===== src/sv/tbsg_pkg.sv =====
// Package for the trapezoid step generator: constants, shared types and helpers.
// Used by the divider, register file and top-level files; depends on nothing.
`default_nettype none
package tbsg_pkg;

    localparam int DEF_STEP_COUNT_BITS = 24;
    localparam int DEF_NUM_AXES        = 3;
    localparam int MAX_AXES            = 3;

    localparam logic [31:0] ONE_Q16         = 32'd65536;
    localparam logic [31:0] SPEED_FLOOR_Q16 = 32'd6553;
    localparam logic [63:0] MIN_RATE_Q16    = 64'd60 * 64'd65536;
    localparam logic [15:0] PERIOD_MIN      = 16'd100;
    localparam logic [15:0] PERIOD_MAX      = 16'd65535;
    localparam logic [31:0] CLOCK_HZ_RESET  = 32'd16000000;

    localparam logic [1:0] REG_STEP_INV = 2'd0;
    localparam logic [1:0] REG_DIR_INV  = 2'd1;
    localparam logic [1:0] REG_CLOCK_HZ = 2'd2;

    localparam logic [1:0] ST_STEPPED   = 2'd0;
    localparam logic [1:0] ST_IDLE_TICK = 2'd1;
    localparam logic [1:0] ST_LOADED    = 2'd2;
    localparam logic [1:0] ST_REJECTED  = 2'd3;

    typedef struct packed {
        logic [2:0]  step_inv;
        logic [2:0]  dir_inv;
        logic [31:0] clock_hz;
    } t_cfg;

    typedef struct packed {
        logic        start;
        logic [63:0] dividend;
        logic [63:0] divisor;
    } t_div_req;

    typedef struct packed {
        logic        done;
        logic [63:0] quot;
    } t_div_rsp;

    function automatic logic [31:0] sat32(input logic [63:0] v);
        return (|v[63:32]) ? 32'hFFFF_FFFF : v[31:0];
    endfunction

endpackage
`default_nettype wire


===== src/sv/tbsg_cfg.sv =====
// APB-style register file: invert masks and timer clock frequency.
// Depends on tbsg_pkg for the register indexes and the t_cfg struct.
`default_nettype none
module tbsg_cfg import tbsg_pkg::*; (
    input  wire logic        i_clk,
    input  wire logic        i_rst_n,
    input  wire logic        psel,
    input  wire logic        penable,
    input  wire logic        pwrite,
    input  wire logic [3:0]  paddr,
    input  wire logic [31:0] pwdata,
    output logic [31:0]      prdata,
    output logic             pready,
    output t_cfg             o_cfg
);
    t_cfg r_cfg;

    assign pready = 1'b1;

    always_ff @(posedge i_clk) begin
        if (!i_rst_n) begin
            r_cfg.step_inv <= '0;
            r_cfg.dir_inv  <= '0;
            r_cfg.clock_hz <= CLOCK_HZ_RESET;
        end else if (psel && penable && pwrite && pready) begin
            case (paddr[3:2])
                REG_STEP_INV: r_cfg.step_inv <= pwdata[2:0];
                REG_DIR_INV:  r_cfg.dir_inv  <= pwdata[2:0];
                REG_CLOCK_HZ: r_cfg.clock_hz <= pwdata;
                default: ;
            endcase
        end
    end

    always_comb begin
        case (paddr[3:2])
            REG_STEP_INV: prdata = {29'd0, r_cfg.step_inv};
            REG_DIR_INV:  prdata = {29'd0, r_cfg.dir_inv};
            REG_CLOCK_HZ: prdata = r_cfg.clock_hz;
            default:      prdata = '0;
        endcase
    end

    assign o_cfg = r_cfg;
endmodule
`default_nettype wire


===== config.mk =====
export PLATFORM = sky130hd
export DESIGN_NAME = tbsg_cfg
export DESIGN_NICKNAME = d
export VERILOG_FILES = /design/src/sv/tbsg_pkg.sv /design/src/sv/tbsg_cfg.sv
export SDC_FILE = /design/constraint.sdc
export NUM_CORES = 1
export LEC_CHECK = 0
export ABC_AREA = 0
export BUFFER_PORTS_ARGS = -buffer_cell sky130_fd_sc_hd__buf_2
export CORE_MARGIN = 8
export CORE_UTILIZATION = 43
export CTS_CLUSTER_DIAMETER = 80
export DETAILED_ROUTE_END_ITERATION = 8
export PLACE_DENSITY_LB_ADDON = 0.08
export SKIP_LAST_GASP = 1
export SLEW_MARGIN = 30
export SYNTH_ARGS = -nofsm -noshare
export SYNTH_HDL_FRONTEND = slang
export SYNTH_SLANG_ARGS = --single-unit

===== constraint.sdc =====
create_clock -name i_clk -period 1.73 [get_ports i_clk]
set_clock_uncertainty 0.15 [all_clocks]
set_input_delay 0.346 -clock i_clk [delete_from_list [all_inputs] [get_ports i_clk]]
set_output_delay 0.346 -clock i_clk [all_outputs]
set_load 0.01 [all_outputs]

# Yosys cells after proc, flatten, opt, wreduce, memory -nomap -nowiden
# Cells that the tools add are included.
[totals]
elab_cells = 12
register_bits = 38
ram_bits = 0
rom_bits = 0
out_inout_bits = 71
n_memories = 0
latchBits = 0
[op_classes]
n_lt_le_gt_ge = 0
eq_ne = 2
bitwise_logic = 0
div_mod_pow = 0
add_sub_neg = 0
reduce_logical = 6
multipliers = 0
muxes = 1
shifts = 0
[ops]
columns = ["cell", "n"]
rows = [
  ["one-hot mux 32 bit (3 select lines)", 1],
  ["AND reduction 2 bit", 3],
  ["equality test 2 x 1 -> 1 bit (second input constant)", 1],
  ["equality test 2 bit (second input constant)", 1],
  ["logical AND 1 bit", 2],
  ["logical NOT 2 bit", 1],
]

# Logic depth before layout (Yosys ltp)
[depth]
word_depth = 3
depth_mapped = 6
depth_no_buf = 3

# Least setup slack after synthesis
# OpenSTA, ideal clock, no wires.
[synth_path]
path_type = "input port to output port"
start = "input paddr[2]"
end = "output prdata[0]"
path_slack_ns = 0.047
path_buffers = 3
required_ns = 1.234
stages = 6
arrival_time_ns = 1.187
cell_sequence = "buf_2 nor2b_2 buf_2 buf_2 nand2_1 o21ai_0"
[synth_via]
elab_chain_cells = 2
elab_cells_between_ends = 4
cone_classes = "eq/ne (2); mux (1); reduce/logical (1)"
[synth_rtl]
columns = ["item", "line_no", "text"]
rows = [
  ["from (decl)", "tbsg_cfg.sv:10", "input wire logic [3:0] paddr,"],
  ["equality test 2 bit, or another cell as far along", "tbsg_cfg.sv:36", "case (paddr[3:2])"],
  ["one-hot mux 32 bit (3 select lines) *", "tbsg_cfg.sv:36", ""],
  ["to (decl)", "tbsg_cfg.sv:12", "output logic [31:0] prdata,"],
]
# Every way passes the cells marked *; elsewhere a longest branch is shown, timed or not.

# Worst setup path in the final report
[layout_path]
start = "input paddr[3]"
end = "output prdata[0]"
# Same word-level chain as after synthesis.

==> results.sh <==
export IMPL_grt_busiest_layer="met2"
export IMPL_postCtsHoldBufs=0
export IMPL_setup_worst_path_class="in2out"
export IMPL_grt_max_degree=35
export IMPL_io_buffer_count=108
export IMPL_use_met1_pct=15.59
export IMPL_crit_slowest_cell="nor2b_2"
export IMPL_drv_cap=0
export IMPL_synth_top_family_by_area="simple AND/OR/NAND/NOR gates"
export IMPL_synthAdderAreaFrac_pct=0
export IMPL_dr_pass1_iters=4
export IMPL_ir_drop_mv=0.4350
export IMPL_syn_area_um2=1814
export IMPL_synth_seq_area_share_pct=41.93
export IMPL_pin_count=112
export IMPL_clock_latency_ps=290
export IMPL_use_met3_pct=5.960
export IMPL_yosysMostFrequentCell="nand2_1"
export IMPL_largest_register_ffs=38
export IMPL_crit_cells=6
export IMPL_fp_dieH_um=80.96
export IMPL_gp_congestion=0.7308
export IMPL_syn_avg_cell_area_um2=8.722
export IMPL_cp_start_kind="input port"
export IMPL_p_per_area_nw_per_um2=680.3
export IMPL_die_x_um=80.96
export IMPL_clockBufferDepth=2
export IMPL_max_stage_delay_ps=210
export IMPL_path_cells="buf_2 > nor2b_2 > buf_6 > nand2_1 > o21ai_0 > buf_2"
export IMPL_period_minus_slack_ps=1618
export IMPL_grt_overflow=0
export IMPL_grt_pass1_wl_mm=7.576
export IMPL_grt_usage_pct=14.42
export IMPL_cp_startpoint="paddr[3]"
export IMPL_leakagePower_nw=1.289
export IMPL_use_met2_pct=24.22
export IMPL_clkTransAtPathRegs_ps=70
export IMPL_cp_end_kind="output port"
export IMPL_outcome="finished clean"
export IMPL_cp_top_family="buffers and inverters"
export IMPL_cpMostUsedCell="buf_2"
export IMPL_worst_slack_ps=111.9
export IMPL_fmax_mhz=618.0
export IMPL_crit_path_max_fanout=14
export IMPL_synthXorXnorAreaFrac_pct=0
export IMPL_hold_worst_slack_ps=147.8
export IMPL_synthCells=208
export IMPL_yosys_area_top_type_share_pct=41.93
export IMPL_initial_core_util_pct=45.03
export IMPL_synth_edf_count=0
export IMPL_dieArea_um2=6554
export IMPL_rows=23
export IMPL_antenna_left=0
export IMPL_synthMuxAreaShare_pct=18.76
export IMPL_numCtsBuffers=5
export IMPL_slew_violations=0
export IMPL_holdCritStartpoint="pwdata[27]"
export IMPL_synth_area_leader_cell="dfxtp_1"
export IMPL_yosysWarnings=0
export IMPL_nets=354
export IMPL_finalHoldViolations=0
export IMPL_drcViolationCount=0
export IMPL_synth_seq_cells=38
export IMPL_drive_gt1_share_pct=41.40
export IMPL_rsz0062_at_grt="no"
export IMPL_h_tree_depth=2
export IMPL_via_count=1670
export IMPL_multiInputGateArea_um2=913.4
export IMPL_setup_tns_ps=0
export IMPL_via_per_inst=4.588
export IMPL_grt_pass1_vias=1675
export IMPL_r2r_cells=2
export IMPL_fillers=383
export IMPL_final_util_pct=62.27
export IMPL_antenna_cells=0
export IMPL_wl_per_cell_um=13.10
export IMPL_critPathBufInv=3
export IMPL_synthTopCellsByCount="nand2_1, dfxtp_1, mux2i_1"
export IMPL_post_place_ws_ps=79.66
export IMPL_wirelength_mm=4.769
export IMPL_final_cell_area_um2=2509
export IMPL_root_buffer="clkbuf_8"
export IMPL_clock_sinks=38
export IMPL_drt_iter0_drc=86
export IMPL_yosys_top_cells_area="dfxtp_1, mux2i_1, nand2_1, and2_1, buf_6"
export IMPL_reg2reg_from="o_cfg[19]$_SDFFE_PN0P_"
export IMPL_antenna_found_initial=0
export IMPL_cp_required_ps=1230
export IMPL_seq_area_um2=760.7
export IMPL_period_share_pct=93.53
export IMPL_tritoncts="built"
export IMPL_setup_violations=0
export IMPL_async_reset_ff_share_pct=0
export IMPL_crit_arrival_ps=1120
export IMPL_synthFlopType="dfxtp_1"
export IMPL_yosys_area_share_simple_pct=26.83
export IMPL_place_area_um2=2414
export IMPL_hold_path_depth=3
export IMPL_area_growth_pct=38.28
export IMPL_ys_types=19
export IMPL_synth_net_count=249
export IMPL_hpwl_mm=3.704
export IMPL_hold_class="in2reg"
export IMPL_synth_compound_area_share_pct=4.552
export IMPL_core_area_um2=4029
## cell families after synthesis
logic type      after synthesis
other cells                   1
mux                          34
buf+inv                      25
compound gates               10
flops                        38
simple gates                100
## stage by stage
stage / total power [W] / instances
after floorplan: 0.001019 / 208
after global placement: 0.001107 / 356
after detailed placement: 0.001110 / 356
after CTS: 0.001739 / 364
after global routing: 0.001793 / 364
final: 0.001707 / 364
## routing by layer
| layer | vias up | part of all wire [%] |
|---|---|---|
| li1 | 872 | - |
| met1 | 726 | 41 |
| met2 | 64 | 46 |
| met3 | 8 | 12 |
| met4 | 0 | 1.6 |
| met5 | - | 0 |
## area by class of cell
class / instances / area share [%]
sequential: 38 / 30.32
inverter: 7 / 1.047
timing repair buffer: 116 / 26.08
tap: 50 / 2.494
clock buffer: 7 / 3.441
clock inverter: 1 / 0.1995
multi-input combinational: 145 / 36.41
## what timing repair did
item,4_1_cts,5_1_grt
setup buffers,0,0
hold endpoints to repair,0,0
gates resized for setup,0,1
setup endpoints to repair,0,2
## power breakdown
part           internal (W)  leakage (nW)  switching [W]  total [W]
Combinational     0.0000937         0.934      0.0000992   0.000193
Clock              0.000321        0.0482       0.000297   0.000618
Sequential         0.000887         0.307     0.00000840   0.000896
## worst reg2reg max path: cells and delay by family (launching register included)
kind | cells | cell delay [ps]
DFF | 1 | 370
muxes | 1 | 140
and+or+nand+nor | 1 | 60
## worst paths after layout
path	to	slack (ps)
setup / recovery	prdata[0]	110
hold / removal	o_cfg[27]$_SDFFE_PN0P_	150
setup reg to reg	o_cfg[19]$_SDFFE_PN0P_	940
hold reg to reg	o_cfg[24]$_SDFFE_PN0P_	320
## cells in the final DEF (no fill, tap or decap)
cell	n
and2_1	29
and2_4	1
and3_4	1
buf_12	4
buf_2	108
buf_4	3
buf_6	1
clkbuf_1	1
clkbuf_8	6
clkinv_2	1
conb_1	1
dfxtp_1	38
inv_1	7
mux2i_1	34
nand2_1	59
nand3_1	7
nand3b_1	1
nor2b_2	1
nor3b_2	1
o211ai_1	4
o211ai_2	3
o21ai_0	3
Power figures use the tool's default switching activity.
