--- config.mk ---
export PLATFORM = sky130hd
export DESIGN_NAME = tbsg_div
export DESIGN_NICKNAME = d
export VERILOG_FILES = /design/src/sv/tbsg_pkg.sv /design/src/sv/tbsg_div.sv
export SDC_FILE = /design/constraint.sdc
export NUM_CORES = 1
export LEC_CHECK = 0
export ABC_AREA = 1
export CAP_MARGIN = 20
export CORE_UTILIZATION = 65
export DETAILED_ROUTE_END_ITERATION = 16
export DONT_BUFFER_PORTS = 1
export GPL_TIMING_DRIVEN = 0
export PLACE_DENSITY_LB_ADDON = 0.2
export SLEW_MARGIN = 20
export SYNTH_ARGS = -nofsm -noshare
export SYNTH_HDL_FRONTEND = slang
export SYNTH_SLANG_ARGS = --single-unit
--- constraint.sdc ---
create_clock -name i_clk -period 3.8 [get_ports i_clk]
set_input_delay 0.19 -clock i_clk [delete_from_list [all_inputs] [get_ports i_clk]]
set_output_delay 0.19 -clock i_clk [all_outputs]
set_load 0.02 [all_outputs]
--- src/sv/tbsg_pkg.sv ---
// Package for the trapezoid step generator: constants, shared types and helpers.
// Used by the divider, register file and top-level files; depends on nothing.
`default_nettype none
package tbsg_pkg;

    localparam int DEF_STEP_COUNT_BITS = 24;
    localparam int DEF_NUM_AXES        = 3;
    localparam int MAX_AXES            = 3;

    localparam logic [31:0] ONE_Q16         = 32'd65536;
    localparam logic [31:0] SPEED_FLOOR_Q16 = 32'd6553;
    localparam logic [63:0] MIN_RATE_Q16    = 64'd60 * 64'd65536;
    localparam logic [15:0] PERIOD_MIN      = 16'd100;
    localparam logic [15:0] PERIOD_MAX      = 16'd65535;
    localparam logic [31:0] CLOCK_HZ_RESET  = 32'd16000000;

    localparam logic [1:0] REG_STEP_INV = 2'd0;
    localparam logic [1:0] REG_DIR_INV  = 2'd1;
    localparam logic [1:0] REG_CLOCK_HZ = 2'd2;

    localparam logic [1:0] ST_STEPPED   = 2'd0;
    localparam logic [1:0] ST_IDLE_TICK = 2'd1;
    localparam logic [1:0] ST_LOADED    = 2'd2;
    localparam logic [1:0] ST_REJECTED  = 2'd3;

    typedef struct packed {
        logic [2:0]  step_inv;
        logic [2:0]  dir_inv;
        logic [31:0] clock_hz;
    } t_cfg;

    typedef struct packed {
        logic        start;
        logic [63:0] dividend;
        logic [63:0] divisor;
    } t_div_req;

    typedef struct packed {
        logic        done;
        logic [63:0] quot;
    } t_div_rsp;

    function automatic logic [31:0] sat32(input logic [63:0] v);
        return (|v[63:32]) ? 32'hFFFF_FFFF : v[31:0];
    endfunction

endpackage
`default_nettype wire

--- src/sv/tbsg_div.sv ---
// Shared restoring divider, 64 by 64 bits, one quotient bit per cycle.
// Depends on tbsg_pkg for the request and response structs.
`default_nettype none
module tbsg_div import tbsg_pkg::*; (
    input  wire logic     i_clk,
    input  wire logic     i_rst_n,
    input  wire t_div_req i_req,
    output t_div_rsp      o_rsp
);
    logic [63:0] r_num, n_num;
    logic [63:0] r_den;
    logic [63:0] r_rem, n_rem;
    logic [6:0]  r_cnt;
    logic        r_done;
    logic [64:0] rem_sh;
    logic        qbit;

    // The quotient bits shift into the dividend register as its bits are used up.
    always_comb begin
        rem_sh = {r_rem, r_num[63]};
        qbit   = (rem_sh >= {1'b0, r_den});
        n_rem  = qbit ? 64'(rem_sh - {1'b0, r_den}) : rem_sh[63:0];
        n_num  = {r_num[62:0], qbit};
    end

    always_ff @(posedge i_clk) begin
        if (!i_rst_n) begin
            r_cnt  <= '0;
            r_done <= 1'b0;
        end else begin
            r_done <= 1'b0;
            if (i_req.start) begin
                r_cnt <= 7'd64;
            end else if (r_cnt != 7'd0) begin
                r_cnt <= r_cnt - 7'd1;
                if (r_cnt == 7'd1) begin
                    r_done <= 1'b1;
                end
            end
        end
    end

    always_ff @(posedge i_clk) begin
        if (i_req.start) begin
            r_num <= i_req.dividend;
            r_den <= i_req.divisor;
            r_rem <= '0;
        end else if (r_cnt != 7'd0) begin
            r_num <= n_num;
            r_rem <= n_rem;
        end
    end

    assign o_rsp.done = r_done;
    assign o_rsp.quot = r_num;
endmodule
`default_nettype wire

[Word level (Yosys, flattened, before mapping)]
Cells that the tools add are included.
Cells by class
  add/subtract/negate cells: 2
  order comparisons: 1
  eq/ne operators: 1
  muxes and demuxes: 6
  bitwise operators: 2
  reduce and logical (&&, ||, !) cells: 4
Operators by type and width (number)
  $mux 64: 3
  $ge 65x64->1: 1
  $sub 64x64->64: 1
  $mux 7: 2
  $eq 7x1->1 const B: 1
  $reduce_bool 7->1: 1
  $sub 7x1->7 const B: 1
  $reduce_or 3->1: 1
  $not 1->1: 2
  $reduce_bool 2->1: 1
  $reduce_or 2->1: 1
  $mux 1: 1
Word-level totals
  register bits after elaboration: 200
  bits of input ports: 131

[Longest topological paths before layout]
  depth in word-level cells: 3
  mapped depth: 19
  depth with buffers taken out: 18

[Worst setup path before layout]
No wires, ideal clock.
  kind: register to register
  from: register r_cnt[0]
  to: register r_num[0] (enable)
  arrival time: 3.024 ns
  data required time: 3.346 ns
  setup slack: 0.322 ns
  cell stages (with the launch flop): 9
  buffers on the path: 1
  period minus slack after synthesis: 3.478 ns
  cell sequence: dfxtp_1 > inv_1 > ha_1 > nand2_1 > nor2_1 > inv_1 > nor2_1 > clkinv_1 > clkbuf_1
On the way
  longest elaborated chain between the ends: 2
Ends and longest elaborated chain
  from (decl): RTL line tbsg_div.sv:13  | logic [6:0] r_cnt;
  from (signal assigned): RTL line tbsg_div.sv:35  | r_cnt <= r_cnt - 7'd1;
  $reduce_bool 7->1: RTL line tbsg_div.sv:48  | end else if (r_cnt != 7'd0) begin
  $reduce_bool 2->1 (no line)
  to (signal assigned): RTL line tbsg_div.sv:45  | r_num <= i_req.dividend;
  to (signal assigned): RTL line tbsg_div.sv:49  | r_num <= n_num;
  to (decl): RTL line tbsg_div.sv:10  | logic [63:0] r_num, n_num;
No other way between the ends.
A chain may end at the register's enable or synchronous reset.

[Final worst setup path]
  from: register r_num[63]
  to: register r_rem[38]
On the way
  longest elaborated chain between the ends: 2
Ends and longest elaborated chain
  $sub 64x64->64 / $ge 65x64->1 (equally long branches): RTL line tbsg_div.sv:22, tbsg_div.sv:21
  $mux 64 (*): RTL line tbsg_div.sv:22  | n_rem = qbit ? 64'(rem_sh - {1'b0, r_den}) : rem_sh[63:0];
  to (signal assigned): RTL line tbsg_div.sv:50  | r_rem <= n_rem;
  to (decl): RTL line tbsg_div.sv:12  | logic [63:0] r_rem, n_rem;
Mark *: on every way between the ends. The rest lies on a longest branch, timed or not.

==> results.md <==
* Vias at 15.5k
* Residual DRC count at 0
* WP data required at 4.22 ns
* Setup TNS at 0 ns
* Run status: complete, no violations
* IO Pins at ~200
* Synth area leader: edfxtp_1
* Post-synth EDFFs at around 130
* Minimum clock period after layout at ~3.1 ns
* CTS tree: done
* Port Buffers at 0
* Adder-cell area share of the yosys netlist at about 5.9%
* Global-route wire length before repair at around 80000 um
* # fillers at ~1.6k
* Wire per inst at slightly above 20 um
* # hold bufs at CTS at 129
* Total setup buffers inserted after CTS at 0
* Synth warnings at 0
* Syn Nets at 2391
* Slew @ Worst Pin at ~0.89 ns
* Syn avg cell area at around 6.6 um^2
* Util after Layout at approximately 77%
* Synth Area in XOR/XNOR at between 2 and 2.5%
* Post-Syn Instances at 2193
* Sequential cell area at around 5300 um^2
* Multi-input gate area at 7100 um^2
* Most frequent cells after synthesis: nand2_1, inv_1, nand3_1
* Vias in the first global route at 14.8k
* Clock transition at the registers of the reported paths at 0.10 ns
* Pin count of the biggest net entering global routing at 65
* Synth Cell Area at around 14000 um^2
* 1st-iter DRT viols at 1988
* Initial Util at around 66%
* Portion of netlist area occupied by mux cells at 0%
* CTS sink count at 200
* Fin. max-slew vios at 0
* Seq/Total Area, Yosys at between 30% and 40%
* Largest family of logic cells by synthesized area: simple AND/OR/NAND/NOR gates
* Post-route setup slack at roughly 0.69 ns
* Critical Path AT at 3.53 ns
* Setup violators final at 0
* Antenna violations before repair at 3
* Fmax at between 300 and 400 MHz
* CTS Buffer Depth at 2
* Post-synth top area share at between 20% and 30%
* Power Density at about 370 nW/um^2
* Synth Area in Simple Gates at between 30% and 40%
* Area grow syn2layout at 16.0%
* Worst Hold Class: input port to register
* Top-count cell post-synth: nand2_1
* Final-report hold violation count at 0
* Critical path class: register to register
* H-Tree Depth at 4
* Rel. slew slack at 40.6%
* Clock skew at between 0.02 and 0.025 ns
* Critical path capture point type: register
* Max IR drop VDD at around 420 uV
* Post-DP HPWL at between 30000 and 40000 um
* Tot GR Track Use at ~48%
* Layout cells sized above 1 at 5.10%
* Synth cell types at 38
* Max Cap Viol at 0
* CTS root buf: clkbuf_16
* DR vias/cell at approximately 5.9
* Nets@finish at 2540
* Setup WS pre-CTS at 0.894 ns
* Number of synthesized register bits at 200
* CTS resizes at 0
* Pwr Total at about 6.3 mW
* Ranking of synthesized cells by area: edfxtp_1, nand2_1, inv_1
* Startpoint types: register
* Async SR Flop Fraction at 0%
* Period utilisation layout at 81.9%
* RePlAce Congestion at 1.04
* Full die area at approximately 23000 um^2
* Remaining Overflow, GRT at 0
* DRT Pass-1 Iters at 7
* RSZ-0062 raised after global routing: no
* Site Rows at 54
* TritonCTS buffer count at 17
* Final ANT Viol Nets at 0
* Crit path max fanout at 4
* Lkg Pwr at approximately 9.1 nW
* Leading register cell type out of synthesis: edfxtp_1
* Die Ht at roughly 150 um
* Hold slack at just under 0.05 ns
* Core ar. at ~22000 um^2
* Clock Latency Late Sink at approximately 0.47 ns
* Die Width at roughly 150 um
* Compound-Gate Fraction of Synth Area at around 4.0%
* Drt total wl at roughly 54000 um
registers in the layout, indices dropped and copies added (netlist names):
name / count
r_den: 64
r_num: 64
r_rem: 64
r_cnt: 7
r_done: 1
logic make-up after synthesis:
group,after synthesis
fa+ha+maj,67
compound gates,108
simple gates,1275
flops,200
xor+xnor,33
buf+inv,510
worst paths after layout:
path / end / start / slack, ns / depth (start not counted)
max reg2reg: r_rem[38]$_SDFFE_PP0P_ / r_num[63]$_DFFE_PP_ / 0.69 / 16
min reg2reg: r_rem[60]$_SDFFE_PP0P_ / r_rem[60]$_SDFFE_PP0P_ / 0.48 / 2
max: r_rem[38]$_SDFFE_PP0P_ / r_num[63]$_DFFE_PP_ / 0.69 / 16
min: r_num[0]$_DFFE_PP_ / i_req[64] / 0.05 / 2
power breakdown:
part           leakage [nW]  internal, mW  switching [mW]
sequential             1.89          2.65           0.464
combinational          6.92         0.343           0.751
clock                 0.302         0.965            1.08
total                  9.11          3.96            2.29
worst max-delay path: stages (launching register included):
cell and delay [ns]:
edfxtp_1 0.52, inv_1 0.21, ha_1 0.28, fa_1 0.41, inv_1 0.09, nand2_1 0.05
nand2_1 0.17, nand2_1 0.07, nand2_1 0.18, nand2_1 0.09, nand3b_1 0.32, nand2_1 0.16
nand3b_1 0.18, nand2_1 0.08, nand2_1 0.08, nand3_1 0.08, nand2_1 0.09
final cells by class:
type / count / area share, %
flip-flops and latches: 200 / 31.6
multi-input cells: 1483 / 42.4
clock buffers: 17 / 2.54
clock inverters: 15 / 1.17
inverters: 463 / 10.4
diodes: 3 / 0.0448
repair buffers: 130 / 7.94
plain buffers: 47 / 1.82
well taps: 280 / 2.09
through the flow:
stage | std cells | instance area [um^2]
detailed placement | 2474 | 14800
CTS | 2635 | 16700
finish | 2638 | 16700
global placement | 2473 | 14800
global route | 2637 | 16700
floorplan | 2193 | 14400
per-layer routing:
| metal | global-route usage (%) | part of all wire (%) |
|---|---|---|
| met4 | 31.5 | 8.1 |
| met1 | 54.7 | 35 |
| met5 | 0 | 0 |
| met2 | 76.1 | 44 |
| met3 | 15.1 | 13 |
cells in the final DEF (no fill, tap or decap), types with 18 or more instances in the layout:
| master | synthesis | routed |
|---|---|---|
| o21ai_1 | 18 | 18 |
| dfxtp_1 | 72 | 72 |
| xnor2_1 | 30 | 30 |
| edfxtp_1 | 128 | 128 |
| ha_1 | 66 | 66 |
| inv_1 | 458 | 458 |
| nand3b_1 | 35 | 35 |
| dlygate4sd3_1 | 0 | 128 |
| a21oi_1 | 51 | 51 |
| nand2_1 | 919 | 919 |
| o21ai_0 | 24 | 24 |
| nor2_1 | 102 | 101 |
| nand3_1 | 130 | 130 |
| nand4_1 | 19 | 19 |
Note: power is estimated with default switching activity, not from simulation.
